==> config.mk <==
export PLATFORM = sky130hd
export DESIGN_NAME = dpb_div
export DESIGN_NICKNAME = d
export VERILOG_FILES = /design/src/hw/rtl/dpb_pkg.sv /design/src/hw/rtl/dpb_div.sv
export SDC_FILE = /design/constraint.sdc
export NUM_CORES = 2
export LEC_CHECK = 0
export ABC_AREA = 1
export BUFFER_PORTS_ARGS = -buffer_cell sky130_fd_sc_hd__buf_2
export CORE_MARGIN = 2
export CORE_UTILIZATION = 50
export CTS_CLUSTER_DIAMETER = 50
export CTS_CLUSTER_SIZE = 40
export DETAILED_ROUTE_END_ITERATION = 10
export MAX_ROUTING_LAYER = met4
export PLACE_DENSITY_LB_ADDON = 0.15
export SYNTH_ARGS = -nofsm -noshare
export SYNTH_HDL_FRONTEND = slang
export SYNTH_SLANG_ARGS = --single-unit
==> constraint.sdc <==
create_clock -name aclk -period 6.81 [get_ports aclk]
set_input_delay 0.3405 -clock aclk [delete_from_list [all_inputs] [get_ports aclk]]
set_output_delay 0.3405 -clock aclk [all_outputs]
set_load 0.02 [all_outputs]
==> src/hw/rtl/dpb_pkg.sv <==
package dpb_pkg;

    localparam int COORD_BITS_DEF = 12;
    localparam int DEPTH_BITS_DEF = 16;

    localparam int CFG_W      = 16;
    localparam int APB_DW     = 32;
    localparam int APB_AW     = 4;
    localparam int REG_IDX_W  = 2;
    localparam int COLOR_W    = 8;
    localparam int POS_W      = 32;
    localparam int Z_W        = 16;
    localparam int FRAC_SHIFT = 4;
    localparam int OUT_TDATA_W = 2 * POS_W + Z_W + 3 * COLOR_W;

    localparam logic [REG_IDX_W-1:0] REG_FOCAL_X  = 2'd0;
    localparam logic [REG_IDX_W-1:0] REG_FOCAL_Y  = 2'd1;
    localparam logic [REG_IDX_W-1:0] REG_CENTRE_X = 2'd2;
    localparam logic [REG_IDX_W-1:0] REG_CENTRE_Y = 2'd3;

    localparam logic [CFG_W-1:0] FOCAL_X_RST  = 16'd8000;
    localparam logic [CFG_W-1:0] FOCAL_Y_RST  = 16'd8000;
    localparam logic [CFG_W-1:0] CENTRE_X_RST = 16'd5120;
    localparam logic [CFG_W-1:0] CENTRE_Y_RST = 16'd3840;

    localparam logic [POS_W-1:0] SAT_POS = 32'h7FFF_FFFF;
    localparam logic [POS_W-1:0] SAT_NEG = 32'h8000_0000;

    typedef struct packed {
        logic [CFG_W-1:0] focal_x;
        logic [CFG_W-1:0] focal_y;
        logic [CFG_W-1:0] centre_x;
        logic [CFG_W-1:0] centre_y;
    } cfg_t;

    typedef struct packed {
        logic [COLOR_W-1:0] red;
        logic [COLOR_W-1:0] green;
        logic [COLOR_W-1:0] blue;
    } color_t;

    typedef struct packed {
        logic [Z_W-1:0] z;
        color_t         color;
    } side_t;

    // sign and zero flag of one axis, carried beside the quotient
    typedef struct packed {
        logic neg;
        logic zero;
    } axis_tag_t;

    function automatic int mag_bits(int cw);
        return (cw + FRAC_SHIFT > CFG_W) ? cw + FRAC_SHIFT : CFG_W;
    endfunction

endpackage

==> src/hw/rtl/dpb_div.sv <==
module dpb_div #(
    parameter int PW = 32,
    parameter int FW = dpb_pkg::CFG_W
) (
    input  logic                aclk,
    input  logic [PW-1:0]       en,
    input  logic [PW-1:0]       num,
    input  logic [FW-1:0]       den,
    input  dpb_pkg::axis_tag_t  tag_in,
    output logic [PW-1:0]       quo,
    output dpb_pkg::axis_tag_t  tag_out
);
    import dpb_pkg::*;

    logic [FW-1:0] rem_reg [PW];
    logic [PW-1:0] w_reg   [PW];
    axis_tag_t     tag_reg [PW];

    for (genvar k = 0; k < PW; k++) begin : g_stage
        logic [FW-1:0] rem_in;
        logic [PW-1:0] w_in;
        axis_tag_t     t_in;
        logic [FW:0]   t;
        logic [FW:0]   d;
        logic          ge;

        if (k == 0) begin : g_first
            assign rem_in = '0;
            assign w_in   = num;
            assign t_in   = tag_in;
        end else begin : g_next
            assign rem_in = rem_reg[k-1];
            assign w_in   = w_reg[k-1];
            assign t_in   = tag_reg[k-1];
        end

        assign t  = {rem_in, w_in[PW-1]};
        assign ge = t >= {1'b0, den};
        assign d  = t - {1'b0, den};

        always_ff @(posedge aclk) begin
            if (en[k]) begin
                rem_reg[k] <= ge ? d[FW-1:0] : t[FW-1:0];
                w_reg[k]   <= {w_in[PW-2:0], ge};
                tag_reg[k] <= t_in;
            end
        end
    end

    assign quo     = w_reg[PW-1];
    assign tag_out = tag_reg[PW-1];

endmodule

### Word level (Yosys, flattened, before mapping)

Memory sizes are Yosys's and may differ from the RTL's.
Index checks and enable logic that the tools add are counted.

* register bits: 0
* bits in writable memories: 1600
* input bits: 83
* output and inout port bits: 34
* logic and storage cells: 163
* memories: 3

Memory list
* w_reg: depth 32, width 32, read ports 32, clocked after memory_dff 0, write ports 32, line dpb_div.sv:16 `logic [PW-1:0] w_reg [PW];`
* rem_reg: depth 32, width 16, read ports 31, clocked after memory_dff 0, write ports 32, line dpb_div.sv:15 `logic [FW-1:0] rem_reg [PW];`
* tag_reg: depth 32, width 2, read ports 32, clocked after memory_dff 0, write ports 32, line dpb_div.sv:17 `axis_tag_t tag_reg [PW];`

* add/subtract/negate cells: 32
* $lt $le $gt $ge: 32
* multiplexer cells: 96

Operators by type and width (number)
* 17-bit by 16-bit >= comparator with 1-bit output: 31
* 16-bit 2-to-1 mux: 32
* 16-bit subtractor: 31
* 1-bit 2-to-1 mux: 64
* 1-bit by 16-bit >= comparator with 1-bit output: 1
* 1-bit by 16-bit subtractor with 16-bit output: 1

### Logic depth before layout (Yosys ltp)

An unclocked memory read counts as a cell.

* word-level depth: 3
* gate-level depth with buffers: 15
* gate-level depth less buffers: 13

### Worst setup path after synthesis

OpenSTA, ideal clock, no wires.

* path type: input to register
* start point: in den[4]
* end point: mem rem_reg[1][228] (netlist bit) (data pin)
* setup time: 252 ps
* arrival time: 2276 ps
* data required time: 6558 ps
* slack: 4281 ps
* stages on the path: 12
* path buffers: 1
* cells stage by stage: inv_1 > ha_1 > nand2_1 > nor2_1 > and2_1 > nand2_1 > nand2_1 > nor2_4 > nand2_4 > buf_6 > nand2_1 > nand2_1

RTL lines
* start, declared: line dpb_div.sv:8 `input logic [FW-1:0] den,`
* end, declared: line dpb_div.sv:15

==> impl_metrics.ini <==
[floorplan]
dieHeight_um = 420
core-area_um2 = 172000
initial_core_util = 0.504
rows = 152
fp.dieArea_um2 = 177000
pin_count = 117
die_w_um = 420

[detailed_routing]
wl_per_cell_um = 18.2
num_vias = 62800
ant_nets = 0
drtPass1Iterations = 6
route.detailed.drc = 0
avgViaCountPerCell = 5.15
route.final.wire_length_mm = 222
drt_iter0_drc = 4791

[final_layout]
largest_reg_flops = 1024
multi_input_area_um2 = 32800
drive_above_1_share = 0.0679
regArea_um2 = 47600
layout_commonest_cell = nand2_1
fillers = 15500
nets = 10400
area_delta_synth_final_pct = 10.5
final_cell_mix = nand2_1, edfxtp_1, inv_1

[sta]
tightest_slew_ns = 1.09
finalMaxSlewViolations = 0
maxSlewHeadroom = 0.276
max_freq_mhz = 262
fin_crit_ns = 3.82
finalSetupTns_ns = 0
finalHoldViolations = 0
post-route-period-util = 0.561
setup_viol = 0
rsz0062_at_grt = false
skew_ns = 0.0450

[grt]
busiest_layer = met2
antenna_found_initial = 3
grt_max_degree = 51
groute.layer.met2.usage = 0.402
grt_use_total = 0.259
grt_pass1_wl_mm = 341
grt.overflow.total = 0
grtUsageMet3 = 0.0323
met1_usage = 0.357
grt_pass1_vias = 59200

[placed_design]
io_buffers = 116
place.gp.congestion = 0.927
dp_hpwl_mm = 158

[setup_path]
crit_path_frequent_cell = nand2_1
crit_start = den[13]
cp-end-kind = flip-flop
crit_chain = dlygate4sd3_1 -> buf_2 -> inv_2 -> buf_4 -> ha_1 -> nand2_1 -> nor4_1 -> nand2_1 -> nand2_1 -> inv_1 -> nand2_1 -> nand2_1
setup.worst_path.class = input pin to flip-flop
cp.required_ns = 7.34
max_stage_delay_ns = 0.71
path_buf_inv = 5
cp_max_fo = 20
r2r_start = rem_reg[1][3]$_DFFE_PP_
worstPathArrival_ns = 4.36
startpoint_type = input pin
crit_slowest_cell = inv_2
critPathTopFamily = buffers and inverters
reg2reg_slack_ns = 3.97

[clock_network]
htreeDepth = 4
cts-buffers-inserted = 156
cts_resized = 0
clk_pin_slew_ns = 0.06
cts_hold_buf = 40
cts_tree = done
clockBufferDepth = 3
clock-sinks = 1584
cts-root-buf = clkbuf_16
post-cts-setup-buffer-count = 0
clk_latency_ns = 0.81

[synthesis]
syn_inst = 9488
synthMuxAreaShare = 0
yosys-top-cells-area = edfxtp_1, nand2_1, ha_1
syn_area_per_cell_um2 = 9.14
synth_compound_area_frac = 0.0210
synth.distinct_cells = 44
synth_top_area_frac = 0.549
async_flop_share = 0
synth.largest_area_cell = edfxtp_1
synth-adder-area-share = 0.0788
synth_edf_count = 1584
ys_seq_area_frac = 0.549
synthesis.nets = 10100
synth-simple-area-share = 0.260
ys_seq_elements = 1584
yosys_warnings = 0
synth_flop_cell = edfxtp_1
synth_top_family_by_area = simple AND/OR/NAND/NOR gates
syn_area_um2 = 86700
synth_xor_area_frac = 0.0191

[power_and_ir_drop]
finalPower_mw = 42.3
ir_drop_v = 0.000294
p_per_area_nw_per_um2 = 441
p_leak_nw = 45.4

[status]
status = finished clean

[hold_path]
min_from = den[3]
holdCritPathClass = input pin to flip-flop

[flow_run]
cap_violations = 0
==> kinds of logic (layout without fill, tap and decap cells) <==
group           after synthesis  in the layout
flops                      1584           1584
fa+ha+maj                   528            528
compound gates              344            344
buf+inv                    1553           1939
other cells                   0              3
xor+xnor                    189            189
simple gates               5290           5290
==> stage by stage <==
stage                     area [um2]  worst slack (ns)  instances  hold slack, ns  utilization
after floorplan                86700              4.28       9488           0.400            -
after global placement         89600              2.68      11900           0.401        0.521
after detailed placement       89600              2.64      11900           0.405        0.521
after CTS                      95800              3.09      12200          0.0245        0.557
after global routing           95800              2.78      12200          0.0997        0.557
final                          95800              2.99      12200           0.108        0.557
==> final timing paths <==
kind | endpoint | cells after the start
setup / recovery | rem_reg[1][31]$_DFFE_PP_ | 12
setup reg to reg | rem_reg[1][31]$_DFFE_PP_ | 10
hold / removal | rem_reg[0][7]$_SDFFCE_PP0P_ | 3
hold reg to reg | w_reg[1][29]$_DFFE_PP_ | 0
==> power breakdown <==
| group | internal (mW) | switching (mW) | leakage [nW] |
|---|---|---|---|
| Sequential | 13.7 | 1.53 | 15.5 |
| Clock | 5.03 | 4.29 | 2.76 |
| Combinational | 5.93 | 11.8 | 27.1 |
==> Yosys cell counts, types with 28 or more instances <==
master / instances
fa_1: 30
ha_1: 498
nor2_1: 396
xnor2_1: 46
inv_1: 1423
nand4_1: 125
nor3_1: 103
xor2_1: 143
buf_6: 32
a21oi_1: 265
nand3_2: 31
nand3b_1: 74
edfxtp_1: 1584
nand3_1: 735
nand2_1: 3631
o21ai_0: 28
nand2_2: 52
buf_2: 37
==> tightest hold or removal path, stage by stage <==
cell and delay [ns]:
buf_2 0.13, nor2_1 0.10, a21oi_1 0.20
==> layer usage <==
| metal | wire length (um) | share of wire |
|---|---|---|
| met1 | 102000 | 0.46 |
| met5 | 0 | 0 |
| met4 | 7180 | 0.032 |
| met2 | 101000 | 0.45 |
| met3 | 11800 | 0.053 |
==> final cells by class <==
class / instances / area share
diodes: 3 / 0.0000784
inverters: 1444 / 0.0566
repair buffers: 203 / 0.0140
flip-flops and latches: 1584 / 0.497
multi-input cells: 6351 / 0.343
clock inverters: 124 / 0.0168
clock buffers: 168 / 0.0432
well taps: 2310 / 0.0302
(Power assumes the default switching activity.)
