[src/hw/rtl/dpb_pkg.sv]
package dpb_pkg;

    localparam int COORD_BITS_DEF = 12;
    localparam int DEPTH_BITS_DEF = 16;

    localparam int CFG_W      = 16;
    localparam int APB_DW     = 32;
    localparam int APB_AW     = 4;
    localparam int REG_IDX_W  = 2;
    localparam int COLOR_W    = 8;
    localparam int POS_W      = 32;
    localparam int Z_W        = 16;
    localparam int FRAC_SHIFT = 4;
    localparam int OUT_TDATA_W = 2 * POS_W + Z_W + 3 * COLOR_W;

    localparam logic [REG_IDX_W-1:0] REG_FOCAL_X  = 2'd0;
    localparam logic [REG_IDX_W-1:0] REG_FOCAL_Y  = 2'd1;
    localparam logic [REG_IDX_W-1:0] REG_CENTRE_X = 2'd2;
    localparam logic [REG_IDX_W-1:0] REG_CENTRE_Y = 2'd3;

    localparam logic [CFG_W-1:0] FOCAL_X_RST  = 16'd8000;
    localparam logic [CFG_W-1:0] FOCAL_Y_RST  = 16'd8000;
    localparam logic [CFG_W-1:0] CENTRE_X_RST = 16'd5120;
    localparam logic [CFG_W-1:0] CENTRE_Y_RST = 16'd3840;

    localparam logic [POS_W-1:0] SAT_POS = 32'h7FFF_FFFF;
    localparam logic [POS_W-1:0] SAT_NEG = 32'h8000_0000;

    typedef struct packed {
        logic [CFG_W-1:0] focal_x;
        logic [CFG_W-1:0] focal_y;
        logic [CFG_W-1:0] centre_x;
        logic [CFG_W-1:0] centre_y;
    } cfg_t;

    typedef struct packed {
        logic [COLOR_W-1:0] red;
        logic [COLOR_W-1:0] green;
        logic [COLOR_W-1:0] blue;
    } color_t;

    typedef struct packed {
        logic [Z_W-1:0] z;
        color_t         color;
    } side_t;

    // sign and zero flag of one axis, carried beside the quotient
    typedef struct packed {
        logic neg;
        logic zero;
    } axis_tag_t;

    function automatic int mag_bits(int cw);
        return (cw + FRAC_SHIFT > CFG_W) ? cw + FRAC_SHIFT : CFG_W;
    endfunction

endpackage

[src/hw/rtl/dpb_apb.sv]
module dpb_apb (
    input  logic                        aclk,
    input  logic                        aresetn,
    input  logic                        psel,
    input  logic                        penable,
    input  logic                        pwrite,
    input  logic [dpb_pkg::APB_AW-1:0]  paddr,
    input  logic [dpb_pkg::APB_DW-1:0]  pwdata,
    output logic [dpb_pkg::APB_DW-1:0]  prdata,
    output logic                        pready,
    output dpb_pkg::cfg_t               cfg
);
    import dpb_pkg::*;

    cfg_t                 cfg_reg;
    cfg_t                 cfg_next;
    logic [REG_IDX_W-1:0] idx;
    logic                 wr;

    assign idx    = paddr[APB_AW-1:2];
    assign wr     = psel && penable && pwrite && pready;
    assign pready = 1'b1;

    always_comb begin
        cfg_next = cfg_reg;
        if (wr) begin
            case (idx)
                REG_FOCAL_X:  cfg_next.focal_x  = pwdata[CFG_W-1:0];
                REG_FOCAL_Y:  cfg_next.focal_y  = pwdata[CFG_W-1:0];
                REG_CENTRE_X: cfg_next.centre_x = pwdata[CFG_W-1:0];
                REG_CENTRE_Y: cfg_next.centre_y = pwdata[CFG_W-1:0];
                default: ;
            endcase
        end
    end

    always_ff @(posedge aclk) begin
        if (!aresetn) begin
            cfg_reg.focal_x  <= FOCAL_X_RST;
            cfg_reg.focal_y  <= FOCAL_Y_RST;
            cfg_reg.centre_x <= CENTRE_X_RST;
            cfg_reg.centre_y <= CENTRE_Y_RST;
        end else begin
            cfg_reg <= cfg_next;
        end
    end

    always_comb begin
        case (idx)
            REG_FOCAL_X:  prdata = APB_DW'(cfg_reg.focal_x);
            REG_FOCAL_Y:  prdata = APB_DW'(cfg_reg.focal_y);
            REG_CENTRE_X: prdata = APB_DW'(cfg_reg.centre_x);
            REG_CENTRE_Y: prdata = APB_DW'(cfg_reg.centre_y);
            default:      prdata = '0;
        endcase
    end

    assign cfg = cfg_reg;

endmodule

[config.mk]
export PLATFORM = sky130hd
export DESIGN_NAME = dpb_apb
export DESIGN_NICKNAME = d
export VERILOG_FILES = /design/src/hw/rtl/dpb_pkg.sv /design/src/hw/rtl/dpb_apb.sv
export SDC_FILE = /design/constraint.sdc
export NUM_CORES = 1
export LEC_CHECK = 0
export ABC_AREA = 0
export BUFFER_PORTS_ARGS = -buffer_cell sky130_fd_sc_hd__buf_4
export CAP_MARGIN = 10
export CORE_MARGIN = 2
export CORE_UTILIZATION = 25
export CTS_CLUSTER_SIZE = 25
export DETAILED_ROUTE_END_ITERATION = 12
export MAX_ROUTING_LAYER = met4
export SKIP_LAST_GASP = 1
export SYNTH_ARGS = -nofsm -noshare
export SYNTH_HDL_FRONTEND = slang
export SYNTH_SLANG_ARGS = --single-unit
[constraint.sdc]
create_clock -name aclk -period 2.5 [get_ports aclk]
set_clock_uncertainty 0.15 [all_clocks]
set_input_delay 0.75 -clock aclk [delete_from_list [all_inputs] [get_ports aclk]]
set_output_delay 0.75 -clock aclk [all_outputs]
set_load 0.02 [all_outputs]
; Word-level counts from Yosys, hierarchy flattened
; Index checks and enable logic that the tools add are counted.
[word_totals]
out_inout_bits = 97
in_bits = 41
word_cells = 15
regBits = 64
[op_classes]
n_mux = 1
eq_ne = 3
reduce_logical = 7
[ops]
columns = cell, n
row1 = one-hot mux 32 bit (4 select lines), 1
row2 = AND reduction 2 bit, 4
row3 = == test 2 bit (second input constant), 2
row4 = == test 2 x 1 -> 1 bit (second input constant), 1
row5 = logical AND 1 bit, 2
row6 = zero test 2 bit, 1

; Depth between registers and ports, before layout
[depth]
ltp_word = 3
depth_mapped = 5
ltp_nobuf = 3

; Worst setup path before layout
; OpenSTA, ideal clock, no wires.
[synth_path]
path_type = input -> output
start = input port paddr[3] in the netlist's numbering
end = output port prdata[10] in the netlist's numbering
required_time_ns = 1.600
n_path_buf = 2
t_arrival_ns = 1.687
stages = 3
path_slack_ns = -0.087
cell_sequence = buf_6 buf_4 mux4_2
[synth_between]
elab_chain_len = 2
elab_cells_between_ends = 5
classes_between = eq/ne (3) / mux (1) / reduce/logical (1)
[synth_lines]
columns = item, line_no
row1 = "start, declared", dpb_apb.sv:7  ; input logic [dpb_pkg::APB_AW-1:0] paddr,
row2 = == test 2 bit (tied with other cells), dpb_apb.sv:49  ; case (idx)
row3 = one-hot mux 32 bit (4 select lines) (*), dpb_apb.sv:49
row4 = "end, declared", dpb_apb.sv:9  ; output logic [dpb_pkg::APB_DW-1:0] prdata,
; Every way passes the cells marked *; elsewhere a longest branch is shown, timed or not. The select of a mux whose other input is x is not followed.

; Worst setup path in the final report
[layout_path]
start = input port paddr[3] in the netlist's numbering
end = output port prdata[7] in the netlist's numbering
; Same word-level chain as after synthesis.

==> impl_metrics.csv <==
group,metric,value,unit
pwr,peakVddDrop,0.000352,V
cts,insertion_delay,0.32,ns
logic_synthesis,synth_top_cells_by_area,"dfxtp_1 42%, mux2i_1 20%, mux4_2 12%, nand2_1 7.6%, buf_4 4.7%",
worst_setup_path,crit_start,"paddr[3]",
place,hpwl,5670,um
worst_hold_path,min_path_type,"reg2reg",
global_routing,grtUsageTotal,12.9,%
timing,fmax,0.405,GHz
finish,stdcell_area,4250,um2
cts,clk_pin_slew,0.05,ns
cts,cts-root-buf,"clkbuf_16",
die,die_width,114,um
cts,clkSinkCount,64,
die,rows,40,
worst_setup_path,end_kind,"output pin",
worst_setup_path,startpoint_type,"input pin",
global_routing,antenna_found_initial,0,
drt,wl,8150,um
global_routing,overflow,0,
finish,areaGrowthSynthToFinish,40.4,%
place,placed_cells,521,
pwr,leakagePower,2.01,nW
logic_synthesis,yosysWarningCount,0,
logic_synthesis,synth_cell_type_count,23,
timing,final.setup.tns,0,ns
place,port_buffers,102,
worst_setup_path,crit_type,"in2out",
worst_setup_path,rrSetupSlack,1.60,ns
worst_setup_path,reg2reg_to,"cfg[8]",
logic_synthesis,yosys.area.top_type_share,42.3,%
global_routing,grt_pass1_wl,12500,um
timing,setup_violations,0,
global_routing,grt_max_degree,54,
logic_synthesis,yosysSeqAreaShare,42.3,%
pwr,power.density,602,nW/um2
finish,final_layout_size_suffix_gt1_share,39.1,%
die,start_util,25.4,%
worst_setup_path,cp_max_fo,8,
drt,wl_per_cell,15.1,um
logic_synthesis,yosys.area.top_type,"dfxtp_1",
timing,rsz0062_at_grt,"no",
place,placed_cell_area,3890,um2
finish,layout.cells.non_filler,538,
cts,numCtsBuffers,9,
worst_setup_path,endpoint,"prdata[7]",
die,fp.dieH,114,um
finish,largest_reg_flops,64,
worst_hold_path,worstHoldStart,"cfg[32]",
logic_synthesis,synth_cells,277,
timing,period_needed,2.47,ns
cts,cts_hold_buffers,0,
die,ios,138,
worst_setup_path,required,1.60,ns
finish,insertedDiodeCount,0,
worst_setup_path,rr_worst_depth,2,
logic_synthesis,synth-seq-cells,64,
worst_setup_path,r2r_start,"cfg[8]",
logic_synthesis,synth_area,3030,um2
cts,post_cts_buffers,0,
drt,drtPass1Iterations,4,
cts,clock_path_buffers,2,
drt,via_per_inst,4.37,
status,status,"finished, final reports clean",
drt,drt_iter0_markers,101,
die,die_area,13000,um2
cts,h-tree-depth,3,
drt,drc,0,
timing,min_period_over_period,98.8,%
logic_synthesis,synth.avg_cell_area,10.9,um2
die,coreArea,11900,um2
global_routing,grt_pass1_vias,2348,
drt,ant_nets,0,
finish,final_nets,427,
drt,routed-via-count,2352,
pwr,power,0.00256,W
timing,slew_violations,0,
place,place.gp.congestion,0.759,
cts,cts_tree,"yes",
worst_setup_path,crit_arrival,1.57,ns
timing,finalHoldViolations,0,
flow_run,maxCapViolCount,0,
synthesized netlist by cell type, drive strengths merged:
cell type / count
nor2b: 14
nand2: 61
nand3: 1
or3: 1
and2b: 8
nand2b: 1
mux4: 16
inv: 3
o21ai: 2
mux2i: 62
nor3: 2
nor2: 1
conb: 2
buf: 31
o211ai: 2
or2: 1
clkbuf: 4
nand4: 1
dfxtp: 64
layer usage:
layer | up-vias | part of all wire [%] | wire length (um) | track usage (%)
met4 | 0 | 1.4 | 111 | 5.12
li1 | 1130 | - | - | -
met1 | 1133 | 46 | 3760 | 16.4
met5 | - | 0 | 0 | -
met2 | 78 | 49 | 3970 | 20.4
met3 | 11 | 3.7 | 304 | 2.44
worst max-delay path, cell delays in order:
cell	delay [ns]
buf_16	0.13
mux4_2	0.51
buf_4	0.17
metrics by stage:
| stage | util (%) | hold slack [ns] | setup WS (ns) |
|---|---|---|---|
| floorplan | - | 0.390 | 0.0141 |
| global placement | 32.7 | 0.310 | -0.202 |
| detailed placement | 32.7 | 0.320 | -0.199 |
| CTS | 35.4 | 0.330 | -0.0125 |
| global route | 35.7 | 0.351 | 0.00175 |
| finish | 35.7 | 0.324 | 0.0311 |
cells by family after synthesis:
| family | share of synthesized area, % |
|---|---|
| AO/OA/AOI/OAI | 0.826 |
| buffers and inverters | 9.29 |
| AND/OR/NAND/NOR | 15.0 |
| flip-flops | 42.3 |
| multiplexers | 32.4 |
| other | 0.248 |
cell type report:
type / instances / area, um2
Multi-Input combinational cell: 190 / 1520
Fill cell: 1212 / 7660
Tap cell: 147 / 184
Timing Repair Buffer: 118 / 952
Inverter: 3 / 11.3
Clock inverter: 3 / 40.0
Sequential cell: 64 / 1280
Clock buffer: 13 / 260
worst min path at each step:
stage	endpoint	slack (ns)	cells past startpoint
floorplan	cfg[36]	0.39	2
CTS	cfg[19]	0.33	2
finish	cfg[32]	0.32	2
detailed placement	cfg[45]	0.32	2
global route	cfg[4]	0.35	2
global placement	cfg[24]	0.31	2
timing repair:
item,in CTS,in global routing
gates resized for setup,7,1
hold endpoints to repair,0,0
endpoints found under the setup margin,16,13
cloned,0,1
where the power goes:
group	switching, W	internal, W
sequential	0.0000111	0.00103
combinational	0.000141	0.000113
clock	0.000437	0.000823
placed cells by master, fill, tap and decap left out, types with 2 or more instances in the layout:
master and count:
clkbuf_1 2, mux4_2 16, mux2i_1 62, nor2b_1 14, buf_12 2, o21ai_0 2
inv_1 2, nand2_1 61, clkinv_2 2, dfxtp_1 64, nor3_4 2, clkbuf_8 2
clkbuf_16 10, buf_4 113, conb_1 17, o211ai_1 2, and2b_1 8
Note: power is estimated with default switching activity, not from simulation.
