`config.mk`:
```
export PLATFORM = sky130hd
export DESIGN_NAME = dpb_front
export DESIGN_NICKNAME = d
export VERILOG_FILES = /design/src/hw/rtl/dpb_pkg.sv /design/src/hw/rtl/dpb_front.sv
export SDC_FILE = /design/constraint.sdc
export NUM_CORES = 1
export LEC_CHECK = 0
export ABC_CLOCK_PERIOD_IN_PS = 7350
export BUFFER_PORTS_ARGS = -buffer_cell sky130_fd_sc_hd__buf_2
export CORE_MARGIN = 4
export CORE_UTILIZATION = 55
export CTS_BUF_LIST = sky130_fd_sc_hd__clkbuf_16
export CTS_CLUSTER_SIZE = 10
export DETAILED_ROUTE_END_ITERATION = 7
export HOLD_SLACK_MARGIN = 0.15
export PLACE_DENSITY = 0.74
export SYNTH_ARGS = -nofsm -noshare
export SYNTH_HDL_FRONTEND = slang
export SYNTH_SLANG_ARGS = --single-unit
```
`constraint.sdc`:
```
create_clock -name aclk -period 7.35 [get_ports aclk]
set_input_delay 0.735 -clock aclk [delete_from_list [all_inputs] [get_ports aclk]]
set_output_delay 0.735 -clock aclk [all_outputs]
set_load 0.02 [all_outputs]
```
`src/hw/rtl/dpb_pkg.sv`:
```
package dpb_pkg;

    localparam int COORD_BITS_DEF = 12;
    localparam int DEPTH_BITS_DEF = 16;

    localparam int CFG_W      = 16;
    localparam int APB_DW     = 32;
    localparam int APB_AW     = 4;
    localparam int REG_IDX_W  = 2;
    localparam int COLOR_W    = 8;
    localparam int POS_W      = 32;
    localparam int Z_W        = 16;
    localparam int FRAC_SHIFT = 4;
    localparam int OUT_TDATA_W = 2 * POS_W + Z_W + 3 * COLOR_W;

    localparam logic [REG_IDX_W-1:0] REG_FOCAL_X  = 2'd0;
    localparam logic [REG_IDX_W-1:0] REG_FOCAL_Y  = 2'd1;
    localparam logic [REG_IDX_W-1:0] REG_CENTRE_X = 2'd2;
    localparam logic [REG_IDX_W-1:0] REG_CENTRE_Y = 2'd3;

    localparam logic [CFG_W-1:0] FOCAL_X_RST  = 16'd8000;
    localparam logic [CFG_W-1:0] FOCAL_Y_RST  = 16'd8000;
    localparam logic [CFG_W-1:0] CENTRE_X_RST = 16'd5120;
    localparam logic [CFG_W-1:0] CENTRE_Y_RST = 16'd3840;

    localparam logic [POS_W-1:0] SAT_POS = 32'h7FFF_FFFF;
    localparam logic [POS_W-1:0] SAT_NEG = 32'h8000_0000;

    typedef struct packed {
        logic [CFG_W-1:0] focal_x;
        logic [CFG_W-1:0] focal_y;
        logic [CFG_W-1:0] centre_x;
        logic [CFG_W-1:0] centre_y;
    } cfg_t;

    typedef struct packed {
        logic [COLOR_W-1:0] red;
        logic [COLOR_W-1:0] green;
        logic [COLOR_W-1:0] blue;
    } color_t;

    typedef struct packed {
        logic [Z_W-1:0] z;
        color_t         color;
    } side_t;

    // sign and zero flag of one axis, carried beside the quotient
    typedef struct packed {
        logic neg;
        logic zero;
    } axis_tag_t;

    function automatic int mag_bits(int cw);
        return (cw + FRAC_SHIFT > CFG_W) ? cw + FRAC_SHIFT : CFG_W;
    endfunction

endpackage

```
`src/hw/rtl/dpb_front.sv`:
```
module dpb_front #(
    parameter int CW = dpb_pkg::COORD_BITS_DEF,
    parameter int DW = dpb_pkg::DEPTH_BITS_DEF
) (
    input  logic                                           aclk,
    input  logic [1:0]                                     en,
    input  logic [CW-1:0]                                  pix,
    input  logic [dpb_pkg::CFG_W-1:0]                      centre,
    input  logic [DW-1:0]                                  depth,
    output logic [dpb_pkg::mag_bits(CW)+DW-1:0]            prod,
    output dpb_pkg::axis_tag_t                             tag
);
    import dpb_pkg::*;

    localparam int MW = mag_bits(CW);
    localparam int PW = MW + DW;

    logic [MW:0]   p16;
    logic [MW:0]   cen;
    logic          neg;
    logic [MW:0]   diff;

    logic [MW-1:0] mag_reg;
    logic [DW-1:0] depth_reg;
    logic          neg_reg;
    logic [PW-1:0] prod_reg;
    axis_tag_t     tag_reg;

    assign p16  = (MW + 1)'({pix, {FRAC_SHIFT{1'b0}}});
    assign cen  = (MW + 1)'(centre);
    assign neg  = p16 < cen;
    assign diff = neg ? (cen - p16) : (p16 - cen);

    always_ff @(posedge aclk) begin
        if (en[0]) begin
            mag_reg   <= diff[MW-1:0];
            neg_reg   <= neg;
            depth_reg <= depth;
        end
        if (en[1]) begin
            prod_reg     <= PW'(mag_reg) * PW'(depth_reg);
            tag_reg.neg  <= neg_reg;
            tag_reg.zero <= (mag_reg == '0);
        end
    end

    assign prod = prod_reg;
    assign tag  = tag_reg;

endmodule

```
* Word level (Yosys, flattened, before mapping)
Cells that the tools add are included.
Storage, ports and cells: register bits 67, output and inout bits 34, logic and storage cells 12, input port bits 47
Operators by class: add/subtract/negate cells 2, magnitude comparators 1, multiplexer cells 1, $mul 1, reductions and logical operators 1
Operators with widths (count):
- multiplier 16 x 16 -> 32 bit | 1
- subtractor 16 bit | 2
- zero test 16 bit | 1
- less-than comparator 16 bit | 1
- two-way mux 16 bit | 1

* Logic depth before layout (Yosys ltp)
Gate-level depths: netlist of run 1.
depth in word-level cells 2, gate-level depth with buffers 23, depth with buffers taken out 21

* Worst setup path after synthesis of run 1
No wires, ideal clock.
kind register to register, start register mag_reg[13], end register prod_reg[25], in the netlist prod[25] (data pin), buffers on the path 2, data required time 7.078 ns, clock period less this slack 5.987 ns, setup slack 1.363 ns, stages on the path, launching flop included 21, arrival time 5.715 ns, library setup time 0.272 ns, cells stage by stage edfxtp_1 clkbuf_1 clkbuf_1 nand2_1 fa_1 fa_1 fa_1 inv_1 fa_1 fa_1 inv_1 fa_1 inv_1 ha_1 a21oi_1 o21bai_1 a21oi_1 nor2_1 a2111oi_4 nor3_1 or4_1
On the way: longest elaborated chain between the ends 1
RTL lines:
- start: declaration | line dpb_front.sv:23 | logic [MW-1:0] mag_reg;
- start signal: assignment | line dpb_front.sv:36 | mag_reg <= diff[MW-1:0];
- multiplier 16 x 16 -> 32 bit | line dpb_front.sv:41 | prod_reg <= PW'(mag_reg) * PW'(depth_reg);
- end signal: assignment | line dpb_front.sv:41
- end: declaration | line dpb_front.sv:26 | logic [PW-1:0] prod_reg;
No other way between the ends. A chain may end at the register's enable or synchronous reset.

* Worst setup path after layout of run 1
start register depth_reg[7], end register prod_reg[25], in the netlist prod[25] (data pin)
On the way: longest elaborated chain between the ends 1
RTL lines:
- start: declaration | line dpb_front.sv:24 | logic [DW-1:0] depth_reg;
- start signal: assignment | line dpb_front.sv:38 | depth_reg <= depth;
- multiplier 16 x 16 -> 32 bit | line dpb_front.sv:41
No other way between the ends.

==> reports/metrics.cfg, run 1 <==
[synthesis]
synth_area_mm2=0.01181
synth_xor_area_share_pct=3.116
ys_types=60
synth.top_cells.by_area=fa_1, edfxtp_1, ha_1
yosys_register_bits=67
synth_top_family_by_area=adder cells
synth_ff_type=edfxtp_1
yosysWarningCount=0
synthArstFlopShare_pct=0
yosys.area_share.adder_pct=46.52
synth.largest_area_cell=fa_1
synthMuxAreaShare_pct=0.4451
synthCells=1248
synthSimpleGateAreaFrac_pct=15.60
syn_nets=1617
syn_area_per_cell_um2=9.460
synth_edf_count=67
ys_seq_area_share_pct=17.04
yosysTopAreaCellShare_pct=33.06
synth_compound_area_share_pct=7.493

[worst_setup_path]
startpoint=depth_reg[7]$_DFFE_PP_
r2r-start=depth_reg[7]$_DFFE_PP_
cp-start-kind=register
worst_setup_path_end_kind=register
required_ns=7.44
critPathKind=register to register
arrival_ns=6.61
crit_fanout=16

[clock_network]
cts_hold_buf=0
clk_pin_slew_ns=0.06
clk_latency_ns=0.35
cts_resized=0
cts.sink_count=67
cts_tree=yes
cts_buffers=9
post_cts_buffers=0
htreeDepth=3
clock_path_buffers=2
clock-root-buffer=clkbuf_16

[route]
vias=8592
drc=0
avgRoutedWirePerCell_um=16.48
drt_pass1_iterations=5
final_antenna_net_count=0
routed_via_density=5.487
drt_iter0_drc=525
wirelength_mm=25.81

[finish]
layout.nets=1655
antenna-diode-count=0
drive_above_1_share_pct=8.908
fillers=1820
largest_reg_flops=32
regArea_mm2=0.002012
utilization_pct=60.18
area_growth_pct=7.492
multi_input_area_mm2=0.008640

[global_routing]
grt-ovfl-total=0
grt_usage_pct=22.60
met3_usage_pct=3.190
antenna_found_initial=0
use_met1_pct=28.46
grt_pass1_vias=9022
grt_max_degree=35
busiest_layer=met2
grt_pass1_wl_mm=43.63
use_met2_pct=40.02

[sta]
fin_crit_sh_pct=88.74
fin_skew_ns=0.01106
timing.fmax_ghz=0.1533
rsz0062_at_grt=no
fin_crit_ns=6.523
finalSetupViolCount=0
worst_slack_ns=0.8274
worstMarginPinSlew_ns=0.8132
setup-tns-final_ns=0
hold_viol_final=0
slew_headroom_pct=45.79
maxSlewViolCount=0

[place]
port_buffers=80
place.gp.congestion=0.8597
hpwl_mm=20.50
dpl_worst_slack_ns=0.9106

[min_path]
worstHoldPathType=register to register
min_from=neg_reg$_DFFE_PP_

[flow_run]
cap_violations=0

[die]
start_util_pct=55.99
die_w_um=154.5
design.core.area_mm2=0.02109
io_pins=81
chipHeight_um=154.5
num_rows=53
die-area_mm2=0.02387

[outcome]
outcome=finished, final reports clean

[cell usage after synthesis, types with 4 or more instances]
cell type and count:
nor2_1 27, nand2_1 177, xnor2_1 23, o21ai_0 22
o21bai_1 9, a31oi_1 6, xor2_1 19, clkbuf_1 48
edfxtp_1 67, buf_2 4, fa_1 195, nor4_1 4
nor3_1 7, a21o_1 17, nor2b_1 5, inv_1 252
and2_1 112, ha_1 127, nand4_1 12, nand3_1 7
a21oi_1 48
[path summary, 6_finish.rpt]
check,endpoint,slack (ns),depth (start not counted)
setup / recovery,prod[25]$_DFFE_PP_,0.83,20
hold reg to reg,tag[1]$_DFFE_PP_,0.42,0
setup reg to reg,prod[25]$_DFFE_PP_,0.83,20
hold / removal,tag[1]$_DFFE_PP_,0.42,0
[cells by family (layout without fill, tap and decap cells)]
logic type,count (synthesis),in the layout
AOI/OAI and AO/OA,134,134
xor gates and xnor gates,42,42
adders and majority gates,322,322
buffers and inverters,306,349
DFF,67,67
muxes,5,5
and+or+nand+nor,372,372
[cells in the final DEF (no fill, tap or decap), drive strengths merged, types with 3 or more instances in the layout]
cell       n
nand3      7
o21ai     23
nor2      28
xor2      19
edfxtp    67
o221a      3
nand2    177
xnor2     23
ha       127
nor4       5
o21bai     9
a31oi      6
a211oi     3
mux2i      3
clkbuf     9
fa       195
nor2b      5
nand4     12
nand2b     3
a21oi     51
a21o      17
buf       81
inv      254
bufinv     3
a2111oi    3
nor3       8
and2     112
[through the flow]
step	area [um^2]	instances	hold WS, ns
finish	12690	1566	0.4184
global route	12690	1566	0.4242
CTS	12690	1566	0.4193
detailed placement	12350	1550	0.4054
global placement	12350	1550	0.4013
floorplan	11810	1248	0.4003
[layer usage]
layer	wire, um	up-vias
met2	13510	261
met4	749	0
met5	0	-
met1	10260	4309
met3	1293	51
li1	-	3971
[final cells by class]
| cell class | count | share of cell area, % |
|---|---|---|
| Clock buffer | 9 | 1.775 |
| Clock inverter | 7 | 0.9169 |
| Inverter | 252 | 7.453 |
| Multi-Input combinational cell | 875 | 68.08 |
| Sequential cell | 67 | 15.85 |
| Tap cell | 275 | 2.711 |
| Timing Repair Buffer | 81 | 3.214 |
[critical path: stages, from the launching register on]
cell and delay, ns:
edfxtp_1 0.76, nand2_1 0.19, fa_1 0.58, inv_1 0.06
fa_1 0.49, inv_1 0.05, fa_1 0.54, inv_1 0.06
fa_1 0.45, fa_1 0.49, inv_1 0.05, fa_1 0.47
inv_1 0.04, ha_1 0.37, a21oi_1 0.25, o21bai_1 0.10
a21oi_1 0.15, nor2_1 0.09, a2111oi_4 0.46, nor3_1 0.11
or4_1 0.50
Power of run 1 is left out: the tool's default activity adds up to more than one toggle a clock period on the data nets, which glitch-free logic cannot reach.
==> inputs of run 2 (changes only) <==
- CORE_UTILIZATION: 55 -> 61
- GPL_TIMING_DRIVEN: not set -> 1
- PLACE_DENSITY: 0.74 -> 0.8
==> run 2 against run 1 <==
Net effect: worst setup slack worse by 0.0098 ns; flip-flop and latch count stayed put; count of clock-buffer cells in the layout is the same; sequential share of layout area is 0.056 points higher; core utilization rose by 6.8 points; non-clock buffer count unchanged; maximum frequency fell by 0.15%; die area is 9.3% lower; first-iteration DRC count up 12%; cell count shrank 1.0%; critical endpoint unchanged; clock skew up 0.0025 ns.
==> reports/metrics.cfg, run 2 (synthesis gave the netlist of run 1 again) <==
[finish]
drive_above_1_share_pct=8.915  ; was 8.908%
fin_cells=1550  ; was 1566
final_common_cell=inv_1  ; unchanged
antenna-diode-count=0  ; unchanged
layout.nets=1655  ; unchanged
area_growth_pct=7.111  ; was 7.492%
layout_common_cells=inv_1, fa_1, nand2_1  ; unchanged
fin_area_mm2=0.01265  ; was 0.01269 mm^2
largest_reg_flops=32  ; unchanged

[sta]
fin_crit_ns=6.532  ; was 6.523 ns
fin_skew_ns=0.01355  ; was 0.01106 ns
timing.fmax_ghz=0.1531  ; was 0.1533 GHz
fin_crit_sh_pct=88.88  ; was 88.74%
hold_viol_final=0  ; unchanged
slew_headroom_pct=46.19  ; was 45.79%
finalSetupViolCount=0  ; unchanged
rsz0062_at_grt=no  ; unchanged
holdWs_ns=0.4234  ; was 0.4184 ns
worstMarginPinSlew_ns=0.8071  ; was 0.8132 ns
maxSlewViolCount=0  ; unchanged
setup-tns-final_ns=0  ; unchanged

[clock_network]
clock_path_buffers=2  ; unchanged
clk_pin_slew_ns=0.06  ; about the same
cts_resized=0  ; unchanged
clock-root-buffer=clkbuf_16  ; unchanged
cts_hold_buf=0  ; unchanged
post_cts_buffers=0  ; unchanged
clk_latency_ns=0.36  ; was 0.35 ns
cts_tree=yes  ; unchanged
cts.sink_count=67  ; unchanged
htreeDepth=3  ; unchanged
cts_buffers=9  ; unchanged

[flow_run]
cap_violations=0  ; unchanged

[die]
design.core.area_mm2=0.01889  ; was 0.02109 mm^2
start_util_pct=62.49  ; was 55.99%
die_w_um=147.1  ; was 154.5 um
chipHeight_um=147.1  ; was 154.5 um
die-area_mm2=0.02164  ; was 0.02387 mm^2
num_rows=50  ; was 53
io_pins=81  ; unchanged

[worst_setup_path]
critPathKind=register to register  ; unchanged
crit_fanout=17  ; was 16
rr_worst_depth=20  ; unchanged
cp-start-kind=register  ; unchanged
r2r_setup_slack_ns=0.82  ; was 0.83 ns
worst_setup_path_end_kind=register  ; unchanged
required_ns=7.44  ; about the same
arrival_ns=6.63  ; was 6.61 ns

[global_routing]
grt_pass1_vias=9064  ; was 9022
grt-ovfl-total=0  ; unchanged
grt_pass1_wl_mm=43.59  ; was 43.63 mm
grt_max_degree=35  ; unchanged
grt_usage_pct=25.02  ; was 22.60%
antenna_found_initial=0  ; unchanged

[route]
routed_via_density=5.606  ; was 5.487
wirelength_mm=26.07  ; was 25.81 mm
vias=8689  ; was 8592
final_antenna_net_count=0  ; unchanged
drt_pass1_iterations=6  ; was 5
avgRoutedWirePerCell_um=16.82  ; was 16.48 um
drc=0  ; unchanged
drt_iter0_drc=586  ; was 525

[place]
dpl_cell_area_mm2=0.01233  ; was 0.01235 mm^2
place.gp.congestion=0.9041  ; was 0.8597
placedCellCount=1535  ; was 1550
hpwl_mm=20.64  ; was 20.50 mm
port_buffers=80  ; unchanged

[outcome]
outcome=finished, final reports clean  ; unchanged

[min_path]
worstHoldPathType=register to register  ; unchanged
holdPathStages=0  ; unchanged

-- run 2: metal layers --
metal  vias up  share of wire, %  routed length [um]  global-route usage [%]
met2       362                50               12940                   41.71
met4         0               5.1                1330                   13.28
met5         -                 0                   0                       0
met3       102               6.5                1694                   4.473
li1       3969                 -                   -                       -
met1      4256                39               10110                   31.25
-- run 2: layout make-up --
class                   count  area (um^2)
multi-input cells         875         8640
fillers                  1501         6247
flip-flops and latches     67         2012
inverters                 252        945.9
repair buffers             81        407.9
well taps                 260        325.3
clock buffers               9        225.2
clock inverters             6        90.09
-- run 2: path summary, 6_finish.rpt --
path,from,endpoint
hold reg to reg,neg_reg$_DFFE_PP_,tag[1]$_DFFE_PP_
setup reg to reg,mag_reg[7]$_DFFE_PP_,prod[25]$_DFFE_PP_
setup / recovery,mag_reg[7]$_DFFE_PP_,prod[25]$_DFFE_PP_
hold / removal,neg_reg$_DFFE_PP_,tag[1]$_DFFE_PP_
-- run 2: critical path: stages, from the launching register on --
cell and delay [ns]:
edfxtp_1 0.77, nand2_1 0.18, fa_1 0.57, inv_1 0.06
fa_1 0.49, inv_1 0.05, fa_1 0.53, inv_1 0.05
fa_1 0.44, fa_1 0.48, inv_1 0.05, fa_1 0.48
inv_1 0.04, ha_1 0.36, a21oi_1 0.26, o21bai_1 0.12
a21oi_1 0.19, nor2_1 0.11, a2111oi_4 0.40, nor3_1 0.10
or4_1 0.50
-- run 2: metrics by stage --
step | worst slack, ns | util (%)
after floorplan | 1.363 | -
after global placement | 1.042 | 65.26
after detailed placement | 0.9307 | 65.26
after CTS | 0.8921 | 66.93
after global routing | 0.6007 | 66.93
final | 0.8176 | 66.93
Power of run 2 is left out for the same reason.
